**src/design/lwbc_pkg.sv**
```systemverilog
// shared widths, result kinds and result record for the block cache controller
package lwbc_pkg;

  localparam int BLOCK_W     = 14;
  localparam int OFFSET_W    = 9;
  localparam int SLOT_W      = 3;
  localparam int LEFT_W      = 10;
  localparam int KIND_W      = 2;
  localparam int IN_TDATA_W  = 24;
  localparam int OUT_TDATA_W = 32;

  localparam logic [KIND_W-1:0] KIND_WRITEBACK = 2'd0;
  localparam logic [KIND_W-1:0] KIND_DONE      = 2'd1;
  localparam logic [KIND_W-1:0] KIND_RANGE     = 2'd2;

  typedef struct packed {
    logic [KIND_W-1:0]  kind;
    logic [SLOT_W-1:0]  slot;
    logic [BLOCK_W-1:0] blk;
    logic               hit;
    logic               fill;
    logic [LEFT_W-1:0]  left;
    logic               last;
  } res_t;

endpackage

```
**src/design/lwbc_ram.sv**
```systemverilog
// generic simple dual-port ram with registered read
module lwbc_ram #(
  parameter int WIDTH = 14,
  parameter int DEPTH = 8
) (
  input  logic                     clk,
  input  logic                     wr_en,
  input  logic [$clog2(DEPTH)-1:0] wr_addr,
  input  logic [WIDTH-1:0]         wr_data,
  input  logic                     rd_en,
  input  logic [$clog2(DEPTH)-1:0] rd_addr,
  output logic [WIDTH-1:0]         rd_data
);

  logic [WIDTH-1:0] mem_r [DEPTH];

  always_ff @(posedge clk) begin
    if (wr_en) begin
      mem_r[wr_addr] <= wr_data;
    end
    if (rd_en) begin
      rd_data <= mem_r[rd_addr];
    end
  end

endmodule

```
**src/design/lru_writeback_block_cache.sv**
```systemverilog
// fully associative lru write-back block cache controller, top level
// a miss whose victim is dirty first emits a writeback beat for each dirty slot, oldest first
// flow: one access at a time, input ready only while the sequencer is idle, so a new access
//   is taken only after the final result beat of the previous one has been registered
// reset: synchronous active-low rst_n; slots hold blocks SLOTS-1 down to 0 through
//   per-slot valid bits, all clean, slot i at recency rank i, no highest block seen
module lru_writeback_block_cache #(
  parameter int SLOTS       = 8,
  parameter int BLOCK_LIMIT = 4096,
  parameter int BLOCK_BYTES = 512
) (
  input  logic                             clk,
  input  logic                             rst_n,
  input  logic                             in_tvalid,
  output logic                             in_tready,
  // block_number [13:0], byte_offset [22:14], zero pad [23]
  input  logic [lwbc_pkg::IN_TDATA_W-1:0]  in_tdata,
  // mark_dirty [0]
  input  logic                             in_tuser,
  output logic                             out_tvalid,
  input  logic                             out_tready,
  // slot_index [2:0], slot_block [16:3], was_hit [17], fill_needed [18],
  // bytes_left [28:19], zero pad [31:29]
  output logic [lwbc_pkg::OUT_TDATA_W-1:0] out_tdata,
  // result_kind [1:0]
  output logic [lwbc_pkg::KIND_W-1:0]      out_tuser,
  output logic                             out_tlast
);

  import lwbc_pkg::*;

  localparam int SW  = $clog2(SLOTS);
  localparam int IW  = $clog2(SLOTS + 1);
  localparam int BBW = $clog2(BLOCK_BYTES + 1);
  localparam int LW  = (BBW > LEFT_W) ? BBW : LEFT_W;

  // sequencer states
  localparam logic [2:0] ST_IDLE    = 3'd0;
  localparam logic [2:0] ST_SCAN    = 3'd1;
  localparam logic [2:0] ST_HIT     = 3'd2;
  localparam logic [2:0] ST_WB_LOOK = 3'd3;
  localparam logic [2:0] ST_WB_EMIT = 3'd4;
  localparam logic [2:0] ST_FINAL   = 3'd5;
  localparam logic [2:0] ST_RANGE   = 3'd6;

  logic [2:0]         state_r, state_nxt;
  logic [BLOCK_W-1:0] blk_r, blk_nxt;
  logic               wr_r, wr_nxt;
  logic [LEFT_W-1:0]  left_r, left_nxt;
  logic [IW-1:0]      idx_r, idx_nxt;
  logic               cmp_vld_r, cmp_vld_nxt;
  logic [SW-1:0]      rd_slot_r, rd_slot_nxt;
  logic [SW-1:0]      sel_slot_r, sel_slot_nxt;
  logic [SW-1:0]      rcnt_r, rcnt_nxt;
  logic [SW-1:0]      rank_r [SLOTS];
  logic [SW-1:0]      rank_nxt [SLOTS];
  logic [SLOTS-1:0]   dirty_r, dirty_nxt;
  logic [SLOTS-1:0]   tvld_r, tvld_nxt;
  logic [BLOCK_W-1:0] hi_blk_r, hi_blk_nxt;
  logic               hi_vld_r, hi_vld_nxt;
  res_t               res_r, res_nxt;
  logic               out_vld_r, out_vld_nxt;

  // tag ram port signals
  logic               ram_we;
  logic [BLOCK_W-1:0] ram_q;
  logic               ram_re;
  logic [SW-1:0]      ram_raddr;

  logic [BLOCK_W-1:0] in_blk;
  logic [OFFSET_W-1:0] in_off;
  logic [15:0]        off_w;
  logic [LW-1:0]      off_m;
  logic [LW-1:0]      left_full;
  logic [BLOCK_W-1:0] tag_view;
  logic [SW-1:0]      vict_slot;
  logic [SW-1:0]      walk_slot;
  logic               out_free;
  logic               in_beat;
  logic               in_range;
  logic               commit;
  logic [SW-1:0]      old_rank;

  assign in_blk   = in_tdata[BLOCK_W-1:0];
  assign in_off   = in_tdata[BLOCK_W+OFFSET_W-1:BLOCK_W];
  assign in_tready = (state_r == ST_IDLE);
  assign in_beat  = in_tvalid && in_tready;
  assign out_free = !out_vld_r || out_tready;
  assign in_range = ({1'b0, in_blk} < (BLOCK_W + 1)'(BLOCK_LIMIT));

  // offset modulo block size: take off the largest of the first seven multiples that is not
  // above the offset; all seven multiples are compared side by side
  always_comb begin
    off_w = 16'(in_off);
    off_m = LW'(in_off);
    for (int k = 1; k < 8; k++) begin
      if (off_w >= 16'(k * BLOCK_BYTES)) begin
        off_m = LW'(off_w - 16'(k * BLOCK_BYTES));
      end
    end
    left_full = LW'(BLOCK_BYTES) - off_m;
  end

  // a slot never retagged still holds its power-up block
  assign tag_view = tvld_r[rd_slot_r] ? ram_q
                                      : (BLOCK_W'(SLOTS - 1) - BLOCK_W'(rd_slot_r));

  // rank to slot lookup: oldest slot and the slot at the walk rank
  always_comb begin
    vict_slot = '0;
    walk_slot = '0;
    for (int i = 0; i < SLOTS; i++) begin
      if (rank_r[i] == SW'(SLOTS - 1)) begin
        vict_slot = vict_slot | SW'(i);
      end
      if (rank_r[i] == rcnt_r) begin
        walk_slot = walk_slot | SW'(i);
      end
    end
  end

  assign old_rank = rank_r[sel_slot_r];

  always_comb begin
    state_nxt    = state_r;
    blk_nxt      = blk_r;
    wr_nxt       = wr_r;
    left_nxt     = left_r;
    idx_nxt      = idx_r;
    cmp_vld_nxt  = cmp_vld_r;
    rd_slot_nxt  = rd_slot_r;
    sel_slot_nxt = sel_slot_r;
    rcnt_nxt     = rcnt_r;
    dirty_nxt    = dirty_r;
    tvld_nxt     = tvld_r;
    hi_blk_nxt   = hi_blk_r;
    hi_vld_nxt   = hi_vld_r;
    res_nxt      = res_r;
    out_vld_nxt  = out_vld_r && !out_tready;
    ram_we       = 1'b0;
    ram_re       = 1'b0;
    ram_raddr    = rd_slot_r;
    commit       = 1'b0;
    for (int i = 0; i < SLOTS; i++) begin
      rank_nxt[i] = rank_r[i];
    end

    unique case (state_r)
      ST_IDLE: begin
        if (in_beat) begin
          blk_nxt     = in_blk;
          wr_nxt      = in_tuser;
          left_nxt    = left_full[LEFT_W-1:0];
          idx_nxt     = '0;
          cmp_vld_nxt = 1'b0;
          state_nxt   = in_range ? ST_SCAN : ST_RANGE;
        end
      end
      ST_SCAN: begin
        // compare the slot read last cycle while reading the next one
        if (cmp_vld_r && (tag_view == blk_r)) begin
          sel_slot_nxt = rd_slot_r;
          cmp_vld_nxt  = 1'b0;
          state_nxt    = ST_HIT;
        end else if (idx_r == IW'(SLOTS)) begin
          cmp_vld_nxt  = 1'b0;
          sel_slot_nxt = vict_slot;
          rcnt_nxt     = SW'(SLOTS - 1);
          state_nxt    = dirty_r[vict_slot] ? ST_WB_LOOK : ST_FINAL;
        end else begin
          ram_re      = 1'b1;
          ram_raddr   = idx_r[SW-1:0];
          rd_slot_nxt = idx_r[SW-1:0];
          cmp_vld_nxt = 1'b1;
          idx_nxt     = idx_r + IW'(1);
        end
      end
      ST_WB_LOOK: begin
        // walk ranks oldest first, fetch the tag of each dirty slot
        if (dirty_r[walk_slot]) begin
          ram_re      = 1'b1;
          ram_raddr   = walk_slot;
          rd_slot_nxt = walk_slot;
          state_nxt   = ST_WB_EMIT;
        end else if (rcnt_r == '0) begin
          state_nxt = ST_FINAL;
        end else begin
          rcnt_nxt = rcnt_r - SW'(1);
        end
      end
      ST_WB_EMIT: begin
        if (out_free) begin
          res_nxt.kind = KIND_WRITEBACK;
          res_nxt.slot = SLOT_W'(rd_slot_r);
          res_nxt.blk  = tag_view;
          res_nxt.hit  = 1'b0;
          res_nxt.fill = 1'b0;
          res_nxt.left = '0;
          res_nxt.last = 1'b0;
          out_vld_nxt  = 1'b1;
          dirty_nxt[rd_slot_r] = 1'b0;
          if (rcnt_r == '0) begin
            state_nxt = ST_FINAL;
          end else begin
            rcnt_nxt  = rcnt_r - SW'(1);
            state_nxt = ST_WB_LOOK;
          end
        end
      end
      ST_FINAL: begin
        // retag the victim and report the miss
        if (out_free) begin
          commit       = 1'b1;
          ram_we       = 1'b1;
          tvld_nxt[sel_slot_r]  = 1'b1;
          dirty_nxt[sel_slot_r] = wr_r;
          res_nxt.kind = KIND_DONE;
          res_nxt.slot = SLOT_W'(sel_slot_r);
          res_nxt.blk  = blk_r;
          res_nxt.hit  = 1'b0;
          res_nxt.left = left_r;
          res_nxt.last = 1'b1;
          if (hi_vld_r && (blk_r <= hi_blk_r)) begin
            res_nxt.fill = 1'b1;
          end else begin
            res_nxt.fill = 1'b0;
            hi_blk_nxt   = blk_r;
            hi_vld_nxt   = 1'b1;
          end
          out_vld_nxt  = 1'b1;
          state_nxt    = ST_IDLE;
        end
      end
      ST_HIT: begin
        if (out_free) begin
          commit = 1'b1;
          dirty_nxt[sel_slot_r] = dirty_r[sel_slot_r] | wr_r;
          if (!hi_vld_r || (blk_r > hi_blk_r)) begin
            hi_blk_nxt = blk_r;
            hi_vld_nxt = 1'b1;
          end
          res_nxt.kind = KIND_DONE;
          res_nxt.slot = SLOT_W'(sel_slot_r);
          res_nxt.blk  = blk_r;
          res_nxt.hit  = 1'b1;
          res_nxt.fill = 1'b0;
          res_nxt.left = left_r;
          res_nxt.last = 1'b1;
          out_vld_nxt  = 1'b1;
          state_nxt    = ST_IDLE;
        end
      end
      ST_RANGE: begin
        if (out_free) begin
          res_nxt.kind = KIND_RANGE;
          res_nxt.slot = '0;
          res_nxt.blk  = '0;
          res_nxt.hit  = 1'b0;
          res_nxt.fill = 1'b0;
          res_nxt.left = '0;
          res_nxt.last = 1'b1;
          out_vld_nxt  = 1'b1;
          state_nxt    = ST_IDLE;
        end
      end
      default: begin
        state_nxt = ST_IDLE;
      end
    endcase

    // move the served slot to most recently used
    if (commit) begin
      for (int i = 0; i < SLOTS; i++) begin
        if (rank_r[i] < old_rank) begin
          rank_nxt[i] = rank_r[i] + SW'(1);
        end
      end
      rank_nxt[sel_slot_r] = '0;
    end
  end

  always_ff @(posedge clk) begin
    if (!rst_n) begin
      state_r   <= ST_IDLE;
      cmp_vld_r <= 1'b0;
      dirty_r   <= '0;
      tvld_r    <= '0;
      hi_blk_r  <= '0;
      hi_vld_r  <= 1'b0;
      out_vld_r <= 1'b0;
      for (int i = 0; i < SLOTS; i++) begin
        rank_r[i] <= SW'(i);
      end
    end else begin
      state_r   <= state_nxt;
      cmp_vld_r <= cmp_vld_nxt;
      dirty_r   <= dirty_nxt;
      tvld_r    <= tvld_nxt;
      hi_blk_r  <= hi_blk_nxt;
      hi_vld_r  <= hi_vld_nxt;
      out_vld_r <= out_vld_nxt;
      for (int i = 0; i < SLOTS; i++) begin
        rank_r[i] <= rank_nxt[i];
      end
    end
  end

  // payload and scan bookkeeping, no reset needed
  always_ff @(posedge clk) begin
    blk_r      <= blk_nxt;
    wr_r       <= wr_nxt;
    left_r     <= left_nxt;
    idx_r      <= idx_nxt;
    rd_slot_r  <= rd_slot_nxt;
    sel_slot_r <= sel_slot_nxt;
    rcnt_r     <= rcnt_nxt;
    res_r      <= res_nxt;
  end

  // tag store, one slot read per cycle
  lwbc_ram #(
    .WIDTH (BLOCK_W),
    .DEPTH (SLOTS)
  ) u_tag_ram (
    .clk     (clk),
    .wr_en   (ram_we),
    .wr_addr (sel_slot_r),
    .wr_data (blk_r),
    .rd_en   (ram_re),
    .rd_addr (ram_raddr),
    .rd_data (ram_q)
  );

  assign out_tvalid = out_vld_r;
  assign out_tuser  = res_r.kind;
  assign out_tlast  = res_r.last;
  assign out_tdata  = {3'b000, res_r.left, res_r.fill, res_r.hit, res_r.blk, res_r.slot};

endmodule
```
**config.mk**
```make
export PLATFORM = sky130hd
export DESIGN_NAME = lru_writeback_block_cache
export DESIGN_NICKNAME = d
export VERILOG_FILES = /design/src/design/lwbc_pkg.sv /design/src/design/lwbc_ram.sv /design/src/design/lru_writeback_block_cache.sv
export SDC_FILE = /design/constraint.sdc
export NUM_CORES = 1
export LEC_CHECK = 0
export ABC_AREA = 1
export BUFFER_PORTS_ARGS = -buffer_cell sky130_fd_sc_hd__buf_2
export CAP_MARGIN = 20
export CORE_AREA = 3 3 152 169
export DETAILED_ROUTE_END_ITERATION = 8
export DIE_AREA = 0 0 155 172
export MAX_ROUTING_LAYER = met4
export PLACE_DENSITY_LB_ADDON = 0.12
export SYNTH_ARGS = -nofsm -noshare
export SYNTH_HDL_FRONTEND = slang
export SYNTH_SLANG_ARGS = --single-unit
```
**constraint.sdc**
```tcl
create_clock -name clk -period 2.92 [get_ports clk]
set_input_delay 0.146 -clock clk [delete_from_list [all_inputs] [get_ports clk]]
set_output_delay 0.146 -clock clk [all_outputs]
set_load 0.1 [all_outputs]
```
=== Yosys cells after proc, flatten, opt, wreduce, memory -nomap -nowiden ===
Memories as Yosys holds them, arrays and structs flattened. A register that Yosys moved wholly into a read port is not among the register bits.
Index checks and enable logic that the tools add are counted.

* Bits in registers: 106
* Bits in writable memories: 136
* Output and inout bits: 37
* Memories kept: 2

{| class="wikitable"
|+ Memories
! memory !! depth !! width !! rd ports !! clocked after memory_dff !! wr ports !! line !! text
|-
| u_tag_ram.mem_r || 8 || 14 || 1 || 1 || 1 || lwbc_ram.sv:15 || <nowiki>logic [WIDTH-1:0] mem_r [DEPTH];</nowiki>
|-
| rank_r || 8 || 3 || 9 || 1 || 8 || lru_writeback_block_cache.sv:55 || <nowiki>logic [SW-1:0] rank_r [SLOTS];</nowiki>
|}

* Add/subtract/negate cells: 12
* $lt $le $gt $ge: 19
* Equality and inequality tests: 36
* Muxes and demuxes: 119
* Bitwise logic cells: 15
* Reduce and logical (&&, ||, !) cells: 33

{| class="wikitable"
|+ Operators by type and width
! kind !! count
|-
| $mux W3 || 54
|-
| $mux W32 || 4
|-
| $pmux W32 S4 || 1
|-
| $mux W14 || 5
|-
| $eq A3 B3 Y1 const B || 10
|-
| $pmux W14 S2 || 1
|-
| $mux W1 || 26
|-
| $add A3 B1 Y3 const B || 8
|-
| $and A24 B24 Y24 || 1
|-
| $lt A3 B3 Y1 || 8
|-
| $mux W24 || 1
|-
| $mux W8 || 3
|-
| $not A24 Y24 || 1
|-
| $pmux W8 S3 || 1
|-
| $eq A3 B3 Y1 || 7
|-
| $ne A2 B2 Y1 const B || 10
|-
| $reduce_and A5 Y1 || 4
|-
| $bwmux W8 || 2
|-
| $lt A3 B4 Y1 const B || 4
|-
| $pmux W3 S5 || 1
|-
| $eq A14 B14 Y1 || 1
|-
| $gt A14 B14 Y1 || 1
|-
| $le A14 B14 Y1 || 1
|-
| $lt A14 B13 Y1 const B || 1
|-
| other kinds (38) || 78
|}

=== Longest topological paths before layout ===
An unclocked memory read counts as a cell.

* Word-level depth: 15
* Depth in mapped cells: 26
* Gate-level depth less buffers: 23

=== Hierarchy ===
Synthesis repeated with hierarchy kept, for this count alone.

* Cells, all modules: 1509
* Area total of the unflattened synthesis: 13257.7 µm²

{| class="wikitable"
|+ By module, submodules not included
! module !! times used !! cells each !! area each (µm²) !! seq. area each (µm²)
|-
| lru_writeback_block_cache || 1 || 994 || 7855.0 || 3333.2
|-
| lwbc_ram || 1 || 515 || 5402.7 || 3783.6
|}

=== Worst setup path before layout ===
No wires, ideal clock.

* Path kind: register to register
* Start point: register state_r[0]
* End point: register idx_r[0], enable pin
* Library setup time: 0.330 ns
* Arrival time: 2.734 ns
* Required time: 2.590 ns
* Slack: -0.144 ns
* Cell stages (with the launch flop): 6
* Period minus slack after synthesis: 3.064 ns
* Cell sequence: dfxtp_1 > nor2_1 > inv_1 > nor3_1 > nor2_1 > nor2_1

* Word-level cells in the longest chain between the ends: 4
* Elaborated cells on any way between the ends: 8

{| class="wikitable"
|+ RTL lines
! element !! line !! text
|-
| start: declaration || lru_writeback_block_cache.sv:46 || <nowiki>logic [2:0] state_r, state_nxt;</nowiki>
|-
| start signal: assignment || lru_writeback_block_cache.sv:295 || <nowiki>state_r <= state_nxt;</nowiki>
|-
| $logic_not A3 Y1 || lru_writeback_block_cache.sv:86, lru_writeback_block_cache.sv:148 ||
|-
| $logic_and A1 B1 Y1 || lru_writeback_block_cache.sv:87 || <nowiki>assign in_beat = in_tvalid && in_tready;</nowiki>
|-
| $ne A2 B1 Y1 (no source line) || - ||
|-
| $reduce_and A4 Y1 (no source line) (*) || - ||
|-
| end signal: assignment || lru_writeback_block_cache.sv:313 || <nowiki>idx_r <= idx_nxt;</nowiki>
|-
| end: declaration || lru_writeback_block_cache.sv:50 || <nowiki>logic [IW-1:0] idx_r, idx_nxt;</nowiki>
|}

Mark *: on every way between the ends. The rest lies on a longest branch, timed or not.
A chain may end at the register's enable or synchronous reset.

=== Worst setup path after layout ===
* Start point: register rd_slot_r[1]
* End point: register u_tag_ram.rd_data[9], read port of u_tag_ram.mem_r, data pin

* Word-level cells in the longest chain between the ends: 7
* Elaborated cells on any way between the ends: 12

{| class="wikitable"
|+ RTL lines
! element !! line !! text
|-
| start: declaration || lru_writeback_block_cache.sv:52 || <nowiki>logic [SW-1:0] rd_slot_r, rd_slot_nxt;</nowiki>
|-
| start signal: assignment || lru_writeback_block_cache.sv:314 || <nowiki>rd_slot_r <= rd_slot_nxt;</nowiki>
|-
| $bmux W1 S3 || lru_writeback_block_cache.sv:105 || <nowiki>assign tag_view = tvld_r[rd_slot_r] ? ram_q</nowiki>
|-
| $mux W1 (implied by the code) || lru_writeback_block_cache.sv:105 ||
|-
| $mux W14 || lru_writeback_block_cache.sv:105 ||
|-
| $eq A14 B14 Y1 || lru_writeback_block_cache.sv:161 || <nowiki>if (cmp_vld_r && (tag_view == blk_r)) begin</nowiki>
|-
| $logic_and A1 B1 Y1 || lru_writeback_block_cache.sv:161 ||
|-
| $mux W3 / $mux W1 (equally long branches) || - ||
|-
| $pmux W3 S2 / $pmux W1 S2 (equally long branches) || lru_writeback_block_cache.sv:148 || <nowiki>unique case (state_r)</nowiki>
|-
| end: declaration || lwbc_ram.sv:12 || <nowiki>output logic [WIDTH-1:0] rd_data</nowiki>
|}

Parallel ways exist; a longest one is shown, timed or not. The select of a mux whose other input is x is not followed.

==> impl_results.md <==
- Status: finished with violations
- Failing checks: setup timing
- Layout cells sized above 1: 18.9%
- Via/cell ratio: 5.45
- Post-Route WL: 36500 µm
- Max-slew headroom: 56.2%
- Syn-to-layout area delta: 22.7%
- FFs w/ async S/R, synth: 0%
- Routed wire length per instance: 18.3 µm
- Kind of critical path: reg2reg
- Pins over their slew limit: 0
- Final Cycle Share: 102%
- CTS root buffer: clkbuf_16
- RSZ-0062 raised after global routing: true
- Area of the mapped netlist: 13300 µm²
- Yosys cell types: 52
- Final #Nets: 1745
- Antenna violations before repair: 0
- First-pass GRT wire length: 54900 µm
- Min-delay worst type: in2reg
- Switching pwr: 0.00862 W
- Fin. Hold Viols: 0
- Worst setup path start: rd_slot_r[1]
- FMAX: 336 MHz
- Skew final: 12.2 ps
- CTS Sinks: 259
- Internal power: 0.0105 W
- Data arrival, critical path: 3250 ps
- Minimum clock period: 2980 ps
- Remaining antenna violation count after routing: 0
- Clk slew on worst S/H paths: 60 ps
- DRC: 0
- Worst Path Max Fanout: 16
- TritonCTS clock tree: done
- Final Wtd Congestion: 0.955
- Core footprint: 24200 µm²
- Switching portion of total power: 45.1%
- Most numerous cell in the Yosys netlist: nand2_1
- Sequential share of the synthesized area: 53.7%
- Synth cell count leaders: 315 x nand2_1, 229 x inv_1, 193 x edfxtp_1
- Number of diodes: 0
- Register area: 7130 µm²
- Overall routing resource usage: 26.9%
- Synth top area cells: edfxtp_1 44%, dfxtp_1 10%, nand2_1 8.9%
- Leak pwr: 7.12 nW
- DP Worst Slack: -129 ps
- RR Startpoint: rd_slot_r[1]
- Via count: 10900
- Total Power: 0.0191 W
- Worst Setup End Kind: flop
- Max clock buf depth: 3
- Cells after Synth: 1479
- Clock buffer count from CTS: 27
- Area of the multi-input gates: 5250 µm²
- Worst Path Required: 3190 ps
- Sequential share of power: 29.3%
- Filler Cell Count: 1972
- Std cell rows: 60
- Post-synth EDFFs: 193
- Htree depth: 1
- Worst slew pin tran: 653 ps
- Clk network pwr share: 17.0%
- DP HPWL: 24100 µm
- Final setup fails: 10
- Initial Utilization: 54.6%
- Syn avg cell area: 8.96 µm²
- Maximum VDD drop: 0.000705 V
- Detailed Route Iter0 Violations: 817
- Die width: 155 µm
- Combinational Power Share: 53.6%
- Top FF cell, synth: edfxtp_1
- Total gr overflow: 0
- Vias in the first global route: 10400
- I/O Buffers: 61
- Drt pass-1 iters: 5
- Setup ws final: -60.5 ps
- Clk_lat worst skew: 520 ps
- Setup TNS: -356 ps
- Max Cap Viol: 0
- Die ar.: 26700 µm²
- Power Dens Cells: 1170 nW/µm²
- Startpoint types: flop
- Start point of the worst hold path: rst_n
- Die height: 172 µm
- I/O Pins: 66
- Synth area leader: edfxtp_1
- Area fraction of the dominant cell type after synthesis: 43.7%
- Largest net degree at the start of global routing: 37
- Placed insts: 1898
- Flops & latches, synth: 259
- Layout Cells excl Fill: 1995
- Yosys warns: 0
==> cells in the final DEF (no fill, tap or decap), drive strengths merged, types with 2 or more instances in the layout <==
master       count
nand3b          15
dfxtp           66
a31oi            4
a221oi           6
dlygate4sd3     24
and2             5
inv            238
buf            172
edfxtp         193
nor3b            4
nor4             3
o22ai           17
nand3          149
nand2          330
o21a             2
a21oi           68
xor2             6
o21ai          107
ha              51
xnor2           20
clkinv           9
nor3            17
o31ai            2
nor2           107
o211ai           6
clkbuf          47
conb             3
==> cells by family after synthesis <==
kind of cell / count (synthesis) / share of synthesized area (%)
fa+ha+maj: 51 / 4.82
buf+inv: 291 / 9.34
other cells: 1 / 0.0283
compound gates: 221 / 9.22
flops: 259 / 53.7
xor+xnor: 26 / 1.72
simple gates: 630 / 21.2
==> final cells by class <==
| type | count | area share [%] |
|---|---|---|
| Clock inverter | 8 | 0.408 |
| Clock buffer | 41 | 4.72 |
| Multi-Input combinational cell | 934 | 32.3 |
| Inverter | 241 | 5.66 |
| Timing Repair Buffer | 202 | 10.7 |
| Sequential cell | 259 | 43.8 |
| Tap cell | 310 | 2.39 |
==> flip-flops by register name, summed over array words and instances, names as in the netlist, named ones only <==
| signal | cells |
|---|---|
| dirty_r | 8 |
| sel_slot_r | 3 |
| tvld_r | 8 |
| blk_r | 14 |
| rank_r | 24 |
| state_r | 3 |
| rcnt_r | 3 |
| wr_r | 1 |
| idx_r | 4 |
| hi_blk_r | 14 |
| out_tdata | 29 |
| cmp_vld_r | 1 |
| u_tag_ram.mem_r | 112 |
| out_tlast | 1 |
| left_r | 10 |
| rd_slot_r | 3 |
| out_tvalid | 1 |
| u_tag_ram.rd_data | 14 |
| hi_vld_r | 1 |
| out_tuser | 2 |
==> power by group through the flow <==
stage | Combinational (W) | Clock (W) | Sequential, W
global placement | 0.00878 | 0 | 0.00562
detailed placement | 0.00893 | 0 | 0.00562
CTS | 0.00918 | 0.00330 | 0.00556
floorplan | 0.00494 | 0 | 0.00696
finish | 0.0102 | 0.00325 | 0.00560
global route | 0.0112 | 0.00344 | 0.00565
==> path summary, 6_finish.rpt <==
path,cells past startpoint,end,slack [ps]
max,22,u_tag_ram.rd_data[9],-60
min,3,rank_r[4][2],100
max reg2reg,22,u_tag_ram.rd_data[9],-60
min reg2reg,2,hi_blk_r[7],460
==> worst max-delay path, cell delays in order (launching register included) <==
cell and delay [ps]:
dfxtp_4 390, inv_2 60, nor2_4 130, nand3_2 100
nand2_4 120, nor2_4 80, buf_6 120, o21ai_0 270
nand2_1 160, nand2_1 110, nor2_2 50, nand3_4 120
nand2_2 70, nand2_2 80, nand2_4 70, nand2_8 150
buf_12 120, clkbuf_16 170, nand3_1 80, nand3_1 80
nand2_1 60, nand2_1 50, nand2_1 60
==> timing repair <==
item	in CTS	in global routing
setup endpoints to repair	14	25
hold buffers	24	0
hold endpoints to repair	24	0
cloned	1	9
pin swaps	2	31
setup buffers	1	13
gates resized for setup	14	81
==> per-layer routing <==
layer | wire (µm) | GRT usage [%]
met4 | 1760 | 11.1
met5 | 0 | -
met3 | 2000 | 2.80
met2 | 18200 | 45.9
met1 | 14500 | 32.8
==> stage by stage <==
stage                     hold WS [ps]  area, µm²  util, %
after floorplan                    245      13300        -
after global placement             324      14500     59.8
after detailed placement           324      14500     59.8
after CTS                         85.3      15700     64.6
after global routing               113      16300     67.1
final                             95.6      16300     67.1
(Power assumes the default switching activity.)
